==> config.mk <==
export PLATFORM = sky130hd
export DESIGN_NAME = yuyv_to_framebuffer_pixel_writer
export DESIGN_NICKNAME = d
export VERILOG_FILES = /design/src/hw/rtl/ytfpw_pkg.sv /design/src/hw/rtl/ytfpw_cfg.sv /design/src/hw/rtl/ytfpw_pos.sv /design/src/hw/rtl/ytfpw_pixel.sv /design/src/hw/rtl/yuyv_to_framebuffer_pixel_writer.sv
export VERILOG_INCLUDE_DIRS = /design/src /design/src/hw/rtl
export SDC_FILE = /design/constraint.sdc
export NUM_CORES = 1
export LEC_CHECK = 0
export BUFFER_PORTS_ARGS = -buffer_cell sky130_fd_sc_hd__buf_2
export CORE_ASPECT_RATIO = 1.25
export CORE_MARGIN = 2
export CORE_UTILIZATION = 40
export CTS_BUF_LIST = sky130_fd_sc_hd__clkbuf_16
export CTS_CLUSTER_DIAMETER = 30
export CTS_CLUSTER_SIZE = 20
export DETAILED_ROUTE_END_ITERATION = 16
export GPL_ROUTABILITY_DRIVEN = 0
export GPL_TIMING_DRIVEN = 0
export PLACE_DENSITY = 0.68
export SLEW_MARGIN = 20
export SYNTH_ARGS = -nofsm -noshare
export SYNTH_HDL_FRONTEND = slang
export SYNTH_SLANG_ARGS = --single-unit
==> constraint.sdc <==
create_clock -name i_clk -period 8.2 [get_ports i_clk]
set_input_delay 1.64 -clock i_clk [delete_from_list [all_inputs] [get_ports i_clk]]
set_output_delay 1.64 -clock i_clk [all_outputs]
set_load 0.03 [all_outputs]
==> src/hw/rtl/yuyv_to_framebuffer_pixel_writer_defines.svh <==
// Assertion macros for the YUYV to framebuffer pixel writer.
`ifndef YUYV_TO_FRAMEBUFFER_PIXEL_WRITER_DEFINES_SVH
`define YUYV_TO_FRAMEBUFFER_PIXEL_WRITER_DEFINES_SVH

`ifndef SYNTHESIS
`define YTFPW_ASSERT(lbl, prop, msg) \
    lbl: assert property (@(posedge i_clk) disable iff (!i_rst_n) prop) \
        else $error(msg);
`define YTFPW_ASSERT_NEXT(lbl, pre, post, msg) \
    lbl: assert property (@(posedge i_clk) disable iff (!i_rst_n) (pre) |=> (post)) \
        else $error(msg);
`else
`define YTFPW_ASSERT(lbl, prop, msg)
`define YTFPW_ASSERT_NEXT(lbl, pre, post, msg)
`endif

`endif

==> src/hw/rtl/ytfpw_pkg.sv <==
// Shared types, constants and helpers for the YUYV to framebuffer pixel writer.
`timescale 1ns / 1ps

package ytfpw_pkg;

    localparam int MAX_WIDTH  = 4096;
    localparam int MAX_HEIGHT = 4096;

    localparam int DIM_W      = 13;
    localparam int LINE_W     = 15;
    localparam int MODE_W     = 2;
    localparam int CFG_IDX_W  = 3;
    localparam int CFG_DATA_W = 15;
    localparam int COL_W      = $clog2(MAX_WIDTH / 2);
    localparam int ROW_W      = $clog2(MAX_HEIGHT);
    localparam int X_W        = $clog2(MAX_WIDTH);
    localparam int OFF_W      = 26;
    localparam int WORD_W     = 32;
    localparam int BC_W       = 3;

    localparam logic [CFG_IDX_W-1:0] CFG_SRC_WIDTH   = 3'd0;
    localparam logic [CFG_IDX_W-1:0] CFG_SRC_HEIGHT  = 3'd1;
    localparam logic [CFG_IDX_W-1:0] CFG_DISP_WIDTH  = 3'd2;
    localparam logic [CFG_IDX_W-1:0] CFG_DISP_HEIGHT = 3'd3;
    localparam logic [CFG_IDX_W-1:0] CFG_LINE_BYTES  = 3'd4;
    localparam logic [CFG_IDX_W-1:0] CFG_PIXEL_MODE  = 3'd5;

    localparam logic [MODE_W-1:0] MODE_BGRX   = 2'd0;
    localparam logic [MODE_W-1:0] MODE_BGR    = 2'd1;
    localparam logic [MODE_W-1:0] MODE_RGB565 = 2'd2;
    localparam logic [MODE_W-1:0] MODE_NONE   = 2'd3;

    localparam logic [BC_W-1:0] BYTES_BGRX   = 3'd4;
    localparam logic [BC_W-1:0] BYTES_BGR    = 3'd3;
    localparam logic [BC_W-1:0] BYTES_RGB565 = 3'd2;

    typedef struct packed {
        logic       frame_start;
        logic [7:0] luma_first;
        logic [7:0] chroma_blue;
        logic [7:0] luma_second;
        logic [7:0] chroma_red;
    } t_in_word;

    typedef struct packed {
        logic [OFF_W-1:0]  fb_offset;
        logic [WORD_W-1:0] pixel_word;
        logic [BC_W-1:0]   byte_count;
        logic              last;
    } t_out_word;

    typedef struct packed {
        logic [DIM_W-1:0]  src_width;
        logic [DIM_W-1:0]  src_height;
        logic [DIM_W-1:0]  disp_width;
        logic [DIM_W-1:0]  disp_height;
        logic [LINE_W-1:0] line_bytes;
        logic [MODE_W-1:0] pixel_mode;
    } t_cfg;

    typedef struct packed {
        logic [X_W-1:0]   x;
        logic [ROW_W-1:0] y;
        logic             visible;
        logic             two;
    } t_pos;

    function automatic logic [7:0] clamp_u8(input logic signed [19:0] t);
        logic [7:0] res;
        if (t[19]) begin
            res = 8'd0;
        end else if (t[18:16] != 3'd0) begin
            res = 8'd255;
        end else begin
            res = t[15:8];
        end
        return res;
    endfunction

endpackage

==> src/hw/rtl/ytfpw_cfg.sv <==
// Configuration register file.
`timescale 1ns / 1ps

module ytfpw_cfg (
    input  logic                                i_clk,
    input  logic                                i_rst_n,
    input  logic                                i_cfg_we,
    input  logic [ytfpw_pkg::CFG_IDX_W-1:0]     i_cfg_idx,
    input  logic [ytfpw_pkg::CFG_DATA_W-1:0]    i_cfg_data,
    output ytfpw_pkg::t_cfg                     o_cfg
);
    import ytfpw_pkg::*;

    t_cfg r_cfg;

    always_ff @(posedge i_clk) begin
        if (!i_rst_n) begin
            r_cfg.src_width   <= DIM_W'(640);
            r_cfg.src_height  <= DIM_W'(480);
            r_cfg.disp_width  <= DIM_W'(800);
            r_cfg.disp_height <= DIM_W'(480);
            r_cfg.line_bytes  <= LINE_W'(3200);
            r_cfg.pixel_mode  <= MODE_BGRX;
        end else if (i_cfg_we) begin
            case (i_cfg_idx)
                CFG_SRC_WIDTH:   r_cfg.src_width   <= i_cfg_data[DIM_W-1:0];
                CFG_SRC_HEIGHT:  r_cfg.src_height  <= i_cfg_data[DIM_W-1:0];
                CFG_DISP_WIDTH:  r_cfg.disp_width  <= i_cfg_data[DIM_W-1:0];
                CFG_DISP_HEIGHT: r_cfg.disp_height <= i_cfg_data[DIM_W-1:0];
                CFG_LINE_BYTES:  r_cfg.line_bytes  <= i_cfg_data[LINE_W-1:0];
                CFG_PIXEL_MODE:  r_cfg.pixel_mode  <= i_cfg_data[MODE_W-1:0];
                default: ;
            endcase
        end
    end

    assign o_cfg = r_cfg;

endmodule

==> src/hw/rtl/ytfpw_pos.sv <==
// Macropixel position tracker and crop window check.
`timescale 1ns / 1ps

module ytfpw_pos (
    input  logic              i_clk,
    input  logic              i_rst_n,
    input  logic              i_adv,
    input  logic              i_frame_start,
    input  ytfpw_pkg::t_cfg   i_cfg,
    output ytfpw_pkg::t_pos   o_pos
);
    import ytfpw_pkg::*;

    logic [COL_W-1:0] r_col, n_col, cur_col;
    logic [ROW_W-1:0] r_row, n_row, cur_row;
    logic [DIM_W-1:0] sw_c, sh_c, show_w, show_h, sw_p1;
    logic [COL_W:0]   pairs, col_inc;
    logic [ROW_W:0]   row_inc;
    logic [X_W-1:0]   x;

    always_comb begin
        sw_c = i_cfg.src_width;
        if (sw_c < DIM_W'(2)) begin
            sw_c = DIM_W'(2);
        end else if (sw_c > DIM_W'(MAX_WIDTH)) begin
            sw_c = DIM_W'(MAX_WIDTH);
        end
        sh_c = i_cfg.src_height;
        if (sh_c < DIM_W'(1)) begin
            sh_c = DIM_W'(1);
        end else if (sh_c > DIM_W'(MAX_HEIGHT)) begin
            sh_c = DIM_W'(MAX_HEIGHT);
        end
        show_w = (sw_c < i_cfg.disp_width)  ? sw_c : i_cfg.disp_width;
        show_h = (sh_c < i_cfg.disp_height) ? sh_c : i_cfg.disp_height;
        sw_p1  = sw_c + DIM_W'(1);
        pairs  = (COL_W+1)'(sw_p1 >> 1);

        cur_col = (i_frame_start || ({1'b0, r_col} >= pairs)) ? '0 : r_col;
        cur_row = (i_frame_start || (DIM_W'(r_row) >= sh_c)) ? '0 : r_row;
        x       = {cur_col, 1'b0};

        col_inc = {1'b0, cur_col} + (COL_W+1)'(1);
        row_inc = {1'b0, cur_row} + (ROW_W+1)'(1);
        n_row   = cur_row;
        if (col_inc >= pairs) begin
            n_col = '0;
            n_row = (DIM_W'(row_inc) >= sh_c) ? '0 : row_inc[ROW_W-1:0];
        end else begin
            n_col = col_inc[COL_W-1:0];
        end
    end

    always_ff @(posedge i_clk) begin
        if (!i_rst_n) begin
            r_col <= '0;
            r_row <= '0;
        end else if (i_adv) begin
            r_col <= n_col;
            r_row <= n_row;
        end
    end

    assign o_pos.x       = x;
    assign o_pos.y       = cur_row;
    assign o_pos.visible = (i_cfg.pixel_mode != MODE_NONE) &&
                           (DIM_W'(cur_row) < show_h) && (DIM_W'(x) < show_w);
    assign o_pos.two     = (DIM_W'(x) + DIM_W'(1)) < show_w;

endmodule

==> src/hw/rtl/ytfpw_pixel.sv <==
// BT.601 color conversion, pixel packing and framebuffer offset.
`timescale 1ns / 1ps

module ytfpw_pixel (
    input  logic [ytfpw_pkg::X_W-1:0]    i_x,
    input  logic [ytfpw_pkg::ROW_W-1:0]  i_y,
    input  logic [7:0]                   i_luma,
    input  logic [7:0]                   i_cb,
    input  logic [7:0]                   i_cr,
    input  logic [ytfpw_pkg::MODE_W-1:0] i_mode,
    input  logic [ytfpw_pkg::LINE_W-1:0] i_line_bytes,
    output logic [ytfpw_pkg::OFF_W-1:0]  o_fb_offset,
    output logic [ytfpw_pkg::WORD_W-1:0] o_pixel_word,
    output logic [ytfpw_pkg::BC_W-1:0]   o_byte_count
);
    import ytfpw_pkg::*;

    logic signed [19:0]          c, d, e, sum_r, sum_g, sum_b;
    logic [7:0]                  red, grn, blu;
    logic [BC_W-1:0]             bpp;
    logic [ROW_W+LINE_W-1:0]     row_base, sum_off;
    logic [X_W+2:0]              col_off;

    always_comb begin
        c = $signed({12'b0, i_luma}) - 20'sd16;
        d = $signed({12'b0, i_cb})   - 20'sd128;
        e = $signed({12'b0, i_cr})   - 20'sd128;
        sum_r = 20'sd298 * c + 20'sd409 * e + 20'sd128;
        sum_g = 20'sd298 * c - 20'sd100 * d - 20'sd208 * e + 20'sd128;
        sum_b = 20'sd298 * c + 20'sd516 * d + 20'sd128;
        red = clamp_u8(sum_r);
        grn = clamp_u8(sum_g);
        blu = clamp_u8(sum_b);

        case (i_mode)
            MODE_BGRX: begin
                bpp          = BYTES_BGRX;
                o_pixel_word = {8'd0, red, grn, blu};
            end
            MODE_BGR: begin
                bpp          = BYTES_BGR;
                o_pixel_word = {8'd0, red, grn, blu};
            end
            MODE_RGB565: begin
                bpp          = BYTES_RGB565;
                o_pixel_word = {16'd0, red[7:3], grn[7:2], blu[7:3]};
            end
            default: begin
                bpp          = BYTES_BGRX;
                o_pixel_word = {8'd0, red, grn, blu};
            end
        endcase

        row_base = (ROW_W+LINE_W)'(i_y) * (ROW_W+LINE_W)'(i_line_bytes);
        col_off  = (X_W+3)'(i_x) * (X_W+3)'(bpp);
        sum_off  = row_base + (ROW_W+LINE_W)'(col_off);
    end

    assign o_fb_offset  = sum_off[OFF_W-1:0];
    assign o_byte_count = bpp;

endmodule

==> src/hw/rtl/yuyv_to_framebuffer_pixel_writer.sv <==
// YUYV to framebuffer pixel writer: one YUYV macropixel in, up to two framebuffer
// pixel writes out. A macropixel is captured in the macropixel register in the
// cycle it is accepted; in each following cycle in which the output register is
// free, one of its pixels is converted and loaded into the output register. A
// macropixel with two visible pixels thus gives two words on the single result
// port, one with a single visible pixel gives one word, and one outside the crop
// window (or in the unsupported depth mode) is accepted and gives no word. The
// sustained rate inside the window is set by the result port, which takes one
// word per cycle while i_out_ready is high. The first result passes the macropixel register, then the output register.
`timescale 1ns / 1ps
`include "yuyv_to_framebuffer_pixel_writer_defines.svh"

module yuyv_to_framebuffer_pixel_writer (
    input  logic                                i_clk,
    input  logic                                i_rst_n,
    input  logic                                i_in_valid,
    output logic                                o_in_ready,
    input  ytfpw_pkg::t_in_word                 i_in_word,
    output logic                                o_out_valid,
    input  logic                                i_out_ready,
    output ytfpw_pkg::t_out_word                o_out_word,
    input  logic                                i_cfg_we,
    input  logic [ytfpw_pkg::CFG_IDX_W-1:0]     i_cfg_idx,
    input  logic [ytfpw_pkg::CFG_DATA_W-1:0]    i_cfg_data
);
    import ytfpw_pkg::*;

    typedef struct packed {
        logic [X_W-1:0]   x;
        logic [ROW_W-1:0] y;
        logic [7:0]       luma0;
        logic [7:0]       luma1;
        logic [7:0]       cb;
        logic [7:0]       cr;
        logic             two;
    } t_item;

    t_cfg       cfg;
    t_pos       pos;
    t_item      r_item;
    logic       r_item_valid;
    logic       r_sel;
    t_out_word  r_out;
    logic       r_out_valid;

    logic              out_free, emit, item_done, in_acc;
    logic [X_W-1:0]    pix_x;
    logic [7:0]        pix_luma;
    logic [OFF_W-1:0]  pix_off;
    logic [WORD_W-1:0] pix_word;
    logic [BC_W-1:0]   pix_bc;

    ytfpw_cfg u_cfg (
        .i_clk      (i_clk),
        .i_rst_n    (i_rst_n),
        .i_cfg_we   (i_cfg_we),
        .i_cfg_idx  (i_cfg_idx),
        .i_cfg_data (i_cfg_data),
        .o_cfg      (cfg)
    );

    ytfpw_pos u_pos (
        .i_clk         (i_clk),
        .i_rst_n       (i_rst_n),
        .i_adv         (in_acc),
        .i_frame_start (i_in_word.frame_start),
        .i_cfg         (cfg),
        .o_pos         (pos)
    );

    assign out_free   = !r_out_valid || i_out_ready;
    assign emit       = r_item_valid && out_free;
    assign item_done  = emit && (r_sel || !r_item.two);
    assign o_in_ready = !r_item_valid || item_done;
    assign in_acc     = i_in_valid && o_in_ready;

    assign pix_x    = {r_item.x[X_W-1:1], r_sel};
    assign pix_luma = r_sel ? r_item.luma1 : r_item.luma0;

    ytfpw_pixel u_pixel (
        .i_x          (pix_x),
        .i_y          (r_item.y),
        .i_luma       (pix_luma),
        .i_cb         (r_item.cb),
        .i_cr         (r_item.cr),
        .i_mode       (cfg.pixel_mode),
        .i_line_bytes (cfg.line_bytes),
        .o_fb_offset  (pix_off),
        .o_pixel_word (pix_word),
        .o_byte_count (pix_bc)
    );

    always_ff @(posedge i_clk) begin
        if (!i_rst_n) begin
            r_item_valid <= 1'b0;
            r_sel        <= 1'b0;
        end else begin
            if (in_acc && pos.visible) begin
                r_item_valid <= 1'b1;
                r_sel        <= 1'b0;
            end else if (item_done) begin
                r_item_valid <= 1'b0;
                r_sel        <= 1'b0;
            end else if (emit) begin
                r_sel <= 1'b1;
            end
        end
    end

    always_ff @(posedge i_clk) begin
        if (in_acc && pos.visible) begin
            r_item.x     <= pos.x;
            r_item.y     <= pos.y;
            r_item.luma0 <= i_in_word.luma_first;
            r_item.luma1 <= i_in_word.luma_second;
            r_item.cb    <= i_in_word.chroma_blue;
            r_item.cr    <= i_in_word.chroma_red;
            r_item.two   <= pos.two;
        end
    end

    always_ff @(posedge i_clk) begin
        if (!i_rst_n) begin
            r_out_valid <= 1'b0;
        end else if (emit) begin
            r_out_valid <= 1'b1;
        end else if (i_out_ready) begin
            r_out_valid <= 1'b0;
        end
    end

    always_ff @(posedge i_clk) begin
        if (emit) begin
            r_out.fb_offset  <= pix_off;
            r_out.pixel_word <= pix_word;
            r_out.byte_count <= pix_bc;
            r_out.last       <= item_done;
        end
    end

    assign o_out_valid = r_out_valid;
    assign o_out_word  = r_out;

    // second pixel only ever follows a macropixel that has one
    `YTFPW_ASSERT(a_sel_two, (r_item_valid && r_sel) |-> r_item.two, "second pixel without pair")
    // a non-final word leaves its macropixel pending
    `YTFPW_ASSERT(a_pending, (o_out_valid && !o_out_word.last) |-> r_item_valid, "lost second pixel")
    // a macropixel blocked by a full output stage holds off the input
    `YTFPW_ASSERT(a_block, (r_item_valid && !out_free) |-> !o_in_ready, "input taken over pending pixel")
    `YTFPW_ASSERT_NEXT(a_emit_valid, emit, o_out_valid, "emitted word not presented")
    `YTFPW_ASSERT(a_bc, o_out_valid |-> (o_out_word.byte_count == BYTES_BGRX || o_out_word.byte_count == BYTES_BGR || o_out_word.byte_count == BYTES_RGB565), "bad byte count")

endmodule

# Word-level counts from Yosys, hierarchy flattened
# Index checks and enable logic that the tools add are counted.
# word_totals
ff_bits	213
mem_count	0
mem_bits_ro	0
inputBits	56
out_inout_bits	64
ramBits	0
latch_bits	0
elab_cells	120
# op_classes
muxes	24
magnitude_cmp	13
n_shift	0
n_bitwise	1
eq_ne	8
mul	7
reduce_logical	28
add_sub_neg	15
div_mod_pow	0
# ops
operator	n
$mux 13	6
$add 20x9->20 const B	3
$mux 8	7
$add 20x20->20	2
$sub 20x20->20	2
$lt 13x13->1	3
$mux 12	3
$add 12x1->13 const B	2
$add 26x15->26	1
$gt 13x13->1 const B	2
$lt 12x13->1	2
$mul 12x15->26	1
$mux 11	2
$mul 10x20->20 const A	1
$mul 5x20->16 const A	1
$mul 6x20->18 const A	1
$mul 9x20->18 const A	1
$mul 9x20->19 const A	1
$sub 8x8->9 const B	2
$mux 16	1
$mul 12x3->15	1
$add 13x1->13 const B	1
$ge 12x13->1	1
$ge 13x13->1	1
24 further kinds	48

# Longest topological paths before layout
# depth
depth_word	11
mapped_depth	36
ltp_nobuf	33

# By module
# Synthesis repeated with hierarchy kept, for this count alone.
# hier_totals
cells_unflattened	2671
hier_area_um2	25226.7
# modules_own_cells
module	cells_each	instances	area_each_um2	seq_area_each_um2
ytfpw_pixel	1668	1	14372.5	0.0
ytfpw_pos	603	1	4413.0	460.4
yuyv_to_framebuffer_pixel_writer	146	1	3814.9	3603.5
ytfpw_cfg	254	1	2626.3	1381.3

# Least setup slack after synthesis
# No wires, ideal clock.
# synth_path
path_type	register to register
from	register r_sel
to	register r_out (netlist bit o_out_word[10]), data pin
stages_incl_launch_ff	33
setup_time_ns	0.176
arrival_time_ns	7.996
required_time_ns	8.024
n_path_buf	3
setup_slack_ns	0.028
period_less_slack_ns	8.172
cell_sequence	dfxtp_1 -> clkbuf_1 -> clkbuf_1 -> mux2i_1 -> ha_1 -> o21ai_0 -> clkinv_1 -> ha_1 -> ha_1 -> inv_1 -> fa_1 -> fa_1 -> inv_1 -> ha_1 -> o21ai_0 -> a21boi_0 -> o21ai_0 -> a21boi_0 -> o21ai_0 -> a21boi_0 -> mux2_2 -> nor2_1 -> fa_1 -> inv_1 -> ha_1 -> ha_1 -> nor2b_1 -> o21ai_0 -> nand2b_1 -> a221o_1 -> xnor3_1 -> clkbuf_1 -> o32ai_1
# synth_via
elab_chain_len	10
elab_cells_between_ends	15
cone_classes	add/sub: 6; mul: 1; mux: 6; reduce/logical: 2
# synth_rtl
element	line_no	text
start: declaration	yuyv_to_framebuffer_pixel_writer.sv:42	logic r_sel;
start signal: assignment	yuyv_to_framebuffer_pixel_writer.sv:96	r_sel <= 1'b0;
start signal: assignment	yuyv_to_framebuffer_pixel_writer.sv:100	r_sel <= 1'b0;
start signal: assignment	yuyv_to_framebuffer_pixel_writer.sv:103	r_sel <= 1'b0;
$mux 8 (*)	yuyv_to_framebuffer_pixel_writer.sv:78	assign pix_luma = r_sel ? r_item.luma1 : r_item.luma0;
$sub 8x5->9 (*)	ytfpw_pixel.sv:25	c = $signed({12'b0, i_luma}) - 20'sd16;
$mul 9x20->19 (*)	ytfpw_pixel.sv:29, ytfpw_pixel.sv:30	
$sub 20x20->20 (2 in a row)	ytfpw_pixel.sv:29	sum_g = 20'sd298 * c - 20'sd100 * d - 20'sd208 * e + 20'sd128;
$add 20x9->20	ytfpw_pixel.sv:29	
$reduce_bool 3->1	ytfpw_pkg.sv:72	end else if (t[18:16] != 3'd0) begin
$mux 8	ytfpw_pkg.sv:72	
$mux 8	ytfpw_pkg.sv:70	if (t[19]) begin
$mux 16 (*)	ytfpw_pixel.sv:35	case (i_mode)
via pix_word[6]	yuyv_to_framebuffer_pixel_writer.sv:50	logic [WORD_W-1:0] pix_word;
end: declaration	yuyv_to_framebuffer_pixel_writer.sv:43	t_out_word r_out;
# Mark *: on every way through the listed nets, which the timed path passes. The rest lies on a longest branch.
# A chain may end at the register's enable or synchronous reset.

# Final worst setup path
# layout_path
from	register r_sel
to	register r_out (netlist bit o_out_word[15]), data pin
# layout_via
elab_chain_len	10
elab_cells_between_ends	15
cone_classes	add/sub: 6; mul: 1; mux: 6; reduce/logical: 2
# layout_rtl
element	line_no
$mux 8 (*)	yuyv_to_framebuffer_pixel_writer.sv:78
$sub 8x5->9 (*)	ytfpw_pixel.sv:25
$mul 9x20->19 (*)	ytfpw_pixel.sv:28, ytfpw_pixel.sv:29
$sub 20x20->20 (2 in a row)	ytfpw_pixel.sv:29
$add 20x9->20	ytfpw_pixel.sv:29
$reduce_bool 3->1	ytfpw_pkg.sv:72
$mux 8	ytfpw_pkg.sv:72
$mux 8	ytfpw_pkg.sv:70
$mux 16 (*)	ytfpw_pixel.sv:35
via pix_word[11]	yuyv_to_framebuffer_pixel_writer.sv:50
# Marked as above.

==> impl_metrics.toml <==
[run_status]
status = "completed"

[cells_and_area]
final_area_mm2 = 0.0286
diodes = 0
final_nets = 3580
instances_no_fill = 3753
nFillCells = 5861
seqCellArea_mm2 = 0.00521
multi_input_area_mm2 = 0.0179
area_growth_pct = 15.0
final_layout_size_suffix_gt1_share_pct = 9.86

[yosys]
synth.cell_area_mm2 = 0.0249
synth-async-reset-ratio_pct = 0
synth_edf_count = 110
syn_area_per_cell_um2 = 9.19
synth_commonest_cells = "430 x inv_1, 422 x ha_1, 310 x nand2_1"
synth_compound_area_share_pct = 11.5
synthMuxAreaShare_pct = 1.97
yosys-top-cells-area = "ha_1 21%, fa_1 18%, edfxtp_1 13%"
synth_top_cell_by_area = "ha_1"
synth_ff_type = "edfxtp_1"
synthSimpleGateAreaFrac_pct = 14.8
synthXorXnorAreaFrac_pct = 3.79
synth_top_family_by_area = "adder cells"
ys_types = 78
synth-seq-cells = 205
netlist_instances = 2704
yosys.cell_count.top_type = "inv_1"
yosysTopAreaCellShare_pct = 21.2
synthAdderAreaFrac_pct = 39.0
synth_warnings = 0
seq_area_frac_synth_pct = 20.9

[grt]
grt_pass1_wl_mm = 97.1
grt_pass1_vias = 19000
grt_start_max_net_pins = 54
grt.overflow.total = 0
antenna_found_initial = 2
grt_usage_pct = 19.3

[power_and_ir_drop]
ir_drop_uv = 606
powerDensity_mw_per_mm2 = 406
p_leak_nw = 13.7

[critical_path]
crit_required_ps = 8510
arrival_ps = 8150
crit_path_frequent_cell = "ha_1"
path_class = "reg -> reg"
critPathLaunchType = "flop"
cpMaxStageDelayCell = "fa_1"
endpoint_kind = "flop"
slowest_delay_ps = 540
crit_fanout = 10

[run]
max_cap_viol_count = 0

[routing]
routed_wl_mm = 60.5
wl_met2_mm = 29.8
vias_per_cell = 5.10
drtIter0Drc = 938
wl_met3_mm = 3.10
vias = 19100
met1Wirelength_mm = 24.9
highest_layer = "met4"
drc = 0
drt_first_pass_iters = 6
wire_per_inst_um = 16.1
ant_nets = 0

[floorplan]
core_area_mm2 = 0.0616
initial_core_util_pct = 40.3
rows = 102
die_h_um = 283
die_x_um = 227
die-area_mm2 = 0.0641
ios = 120

[sta]
min_period_ps = 7840
final_hold_viol_count = 0
worst_slack_ps = 361
holdWs_ps = 473
relSlewSlack_pct = 23.1
drv_slew = 0
worst_pin_slew_ps = 1140
skew_ps = 30.7
setup_tns_ps = 0
max_freq_mhz = 128
fin_crit_sh_pct = 95.6
finalSetupViolations = 0

[place]
port_buffers = 111
place_inst = 3657
place_hpwl_mm = 49.8
preCtsSetupSlack_ps = -1830
placed_area_mm2 = 0.0265

[clocking]
cts_tree = "done"
clockBufferDepth = 3
clock-root-buffer = "clkbuf_16"
clk_pin_slew_ps = 50
cts.sinks = 205
cts_buffers = 48
insertion_delay_ps = 590
htree_num_levels = 2
cts_hold_buffers = 0

[hold_path]
hold_class = "reg -> reg"
path summary, 6_finish.rpt:
check,startpoint,end,slack [ps],cells past startpoint
max reg2reg,r_sel$_SDFFE_PP0P_,o_out_word[15]$_DFFE_PP_,360,30
min,u_cfg.o_cfg[43]$_SDFFE_PN0P_,u_cfg.o_cfg[43]$_SDFFE_PN0P_,470,2
min reg2reg,u_cfg.o_cfg[43]$_SDFFE_PN0P_,u_cfg.o_cfg[43]$_SDFFE_PN0P_,470,2
max,r_sel$_SDFFE_PP0P_,o_out_word[15]$_DFFE_PP_,360,30
metrics by stage:
stage	util [%]	power (mW)
global route	46.4	12.7
floorplan	-	7.41
CTS	46.1	11.4
detailed placement	43.1	9.20
finish	46.4	11.6
global placement	42.9	9.09
critical path, delay by kind of cell (launching register included):
family / cells / cell delay (ps)
fa+ha+maj: 9 / 3340
mux: 1 / 190
xor+xnor: 2 / 570
flops: 1 / 380
buf+inv: 6 / 590
compound gates: 9 / 2010
simple gates: 3 / 450
cell type report:
| cell class | instances | share of cell area [%] |
|---|---|---|
| plain buffers | 84 | 1.28 |
| flip-flops and latches | 205 | 18.2 |
| clock inverters | 41 | 2.00 |
| clock buffers | 48 | 4.20 |
| inverters | 431 | 5.68 |
| well taps | 832 | 3.64 |
| repair buffers | 122 | 2.36 |
| multi-input cells | 1990 | 62.6 |
cells by family after synthesis:
group           count (synthesis)
buf+inv                       516
compound gates                422
xor+xnor                      106
fa+ha+maj                     643
mux                            47
flops                         205
other cells                     2
simple gates                  763
report_power, final:
| part | internal, mW | leakage (nW) | total (mW) | switching (mW) |
|---|---|---|---|---|
| combinational | 3.31 | 11.1 | 8.12 | 4.81 |
| sequential | 1.34 | 1.83 | 1.39 | 0.0580 |
| clock | 1.45 | 0.862 | 2.10 | 0.648 |
layout by cell type, fill, tap and decap left out, drive strengths merged, types with 16 or more instances in the layout:
master,n
nand3,55
inv,439
edfxtp,110
xnor2,79
mux2,16
xor2,26
nor3,22
nor2,115
a21boi,64
a21o,41
a22o,16
mux2i,31
a211oi,18
fa,220
nor2b,48
ha,422
clkbuf,120
nand2b,21
o21ai,84
dfxtp,95
nand2,310
buf,134
and2,118
a21oi,84
layer usage:
layer | vias to the layer above | track usage, %
li1 | 9383 | -
met1 | 9139 | 23.2
met2 | 482 | 33.8
met3 | 136 | 2.64
met4 | 0 | 9.30
met5 | - | 0
state kept, by name, indices dropped and copies added, names as in the netlist:
register      cells
pix_x            11
r_item           45
r_item_valid      1
r_sel             1
o_out_valid       1
u_pos.r_col      11
u_cfg.o_cfg      69
o_out_word       54
u_pos.r_row      12
timing repair:
action	CTS	global route
pin swaps	1	6
setup endpoints to repair	33	39
gates resized for setup	21	28
setup buffers	3	5
Note: power is estimated with default switching activity, not from simulation.
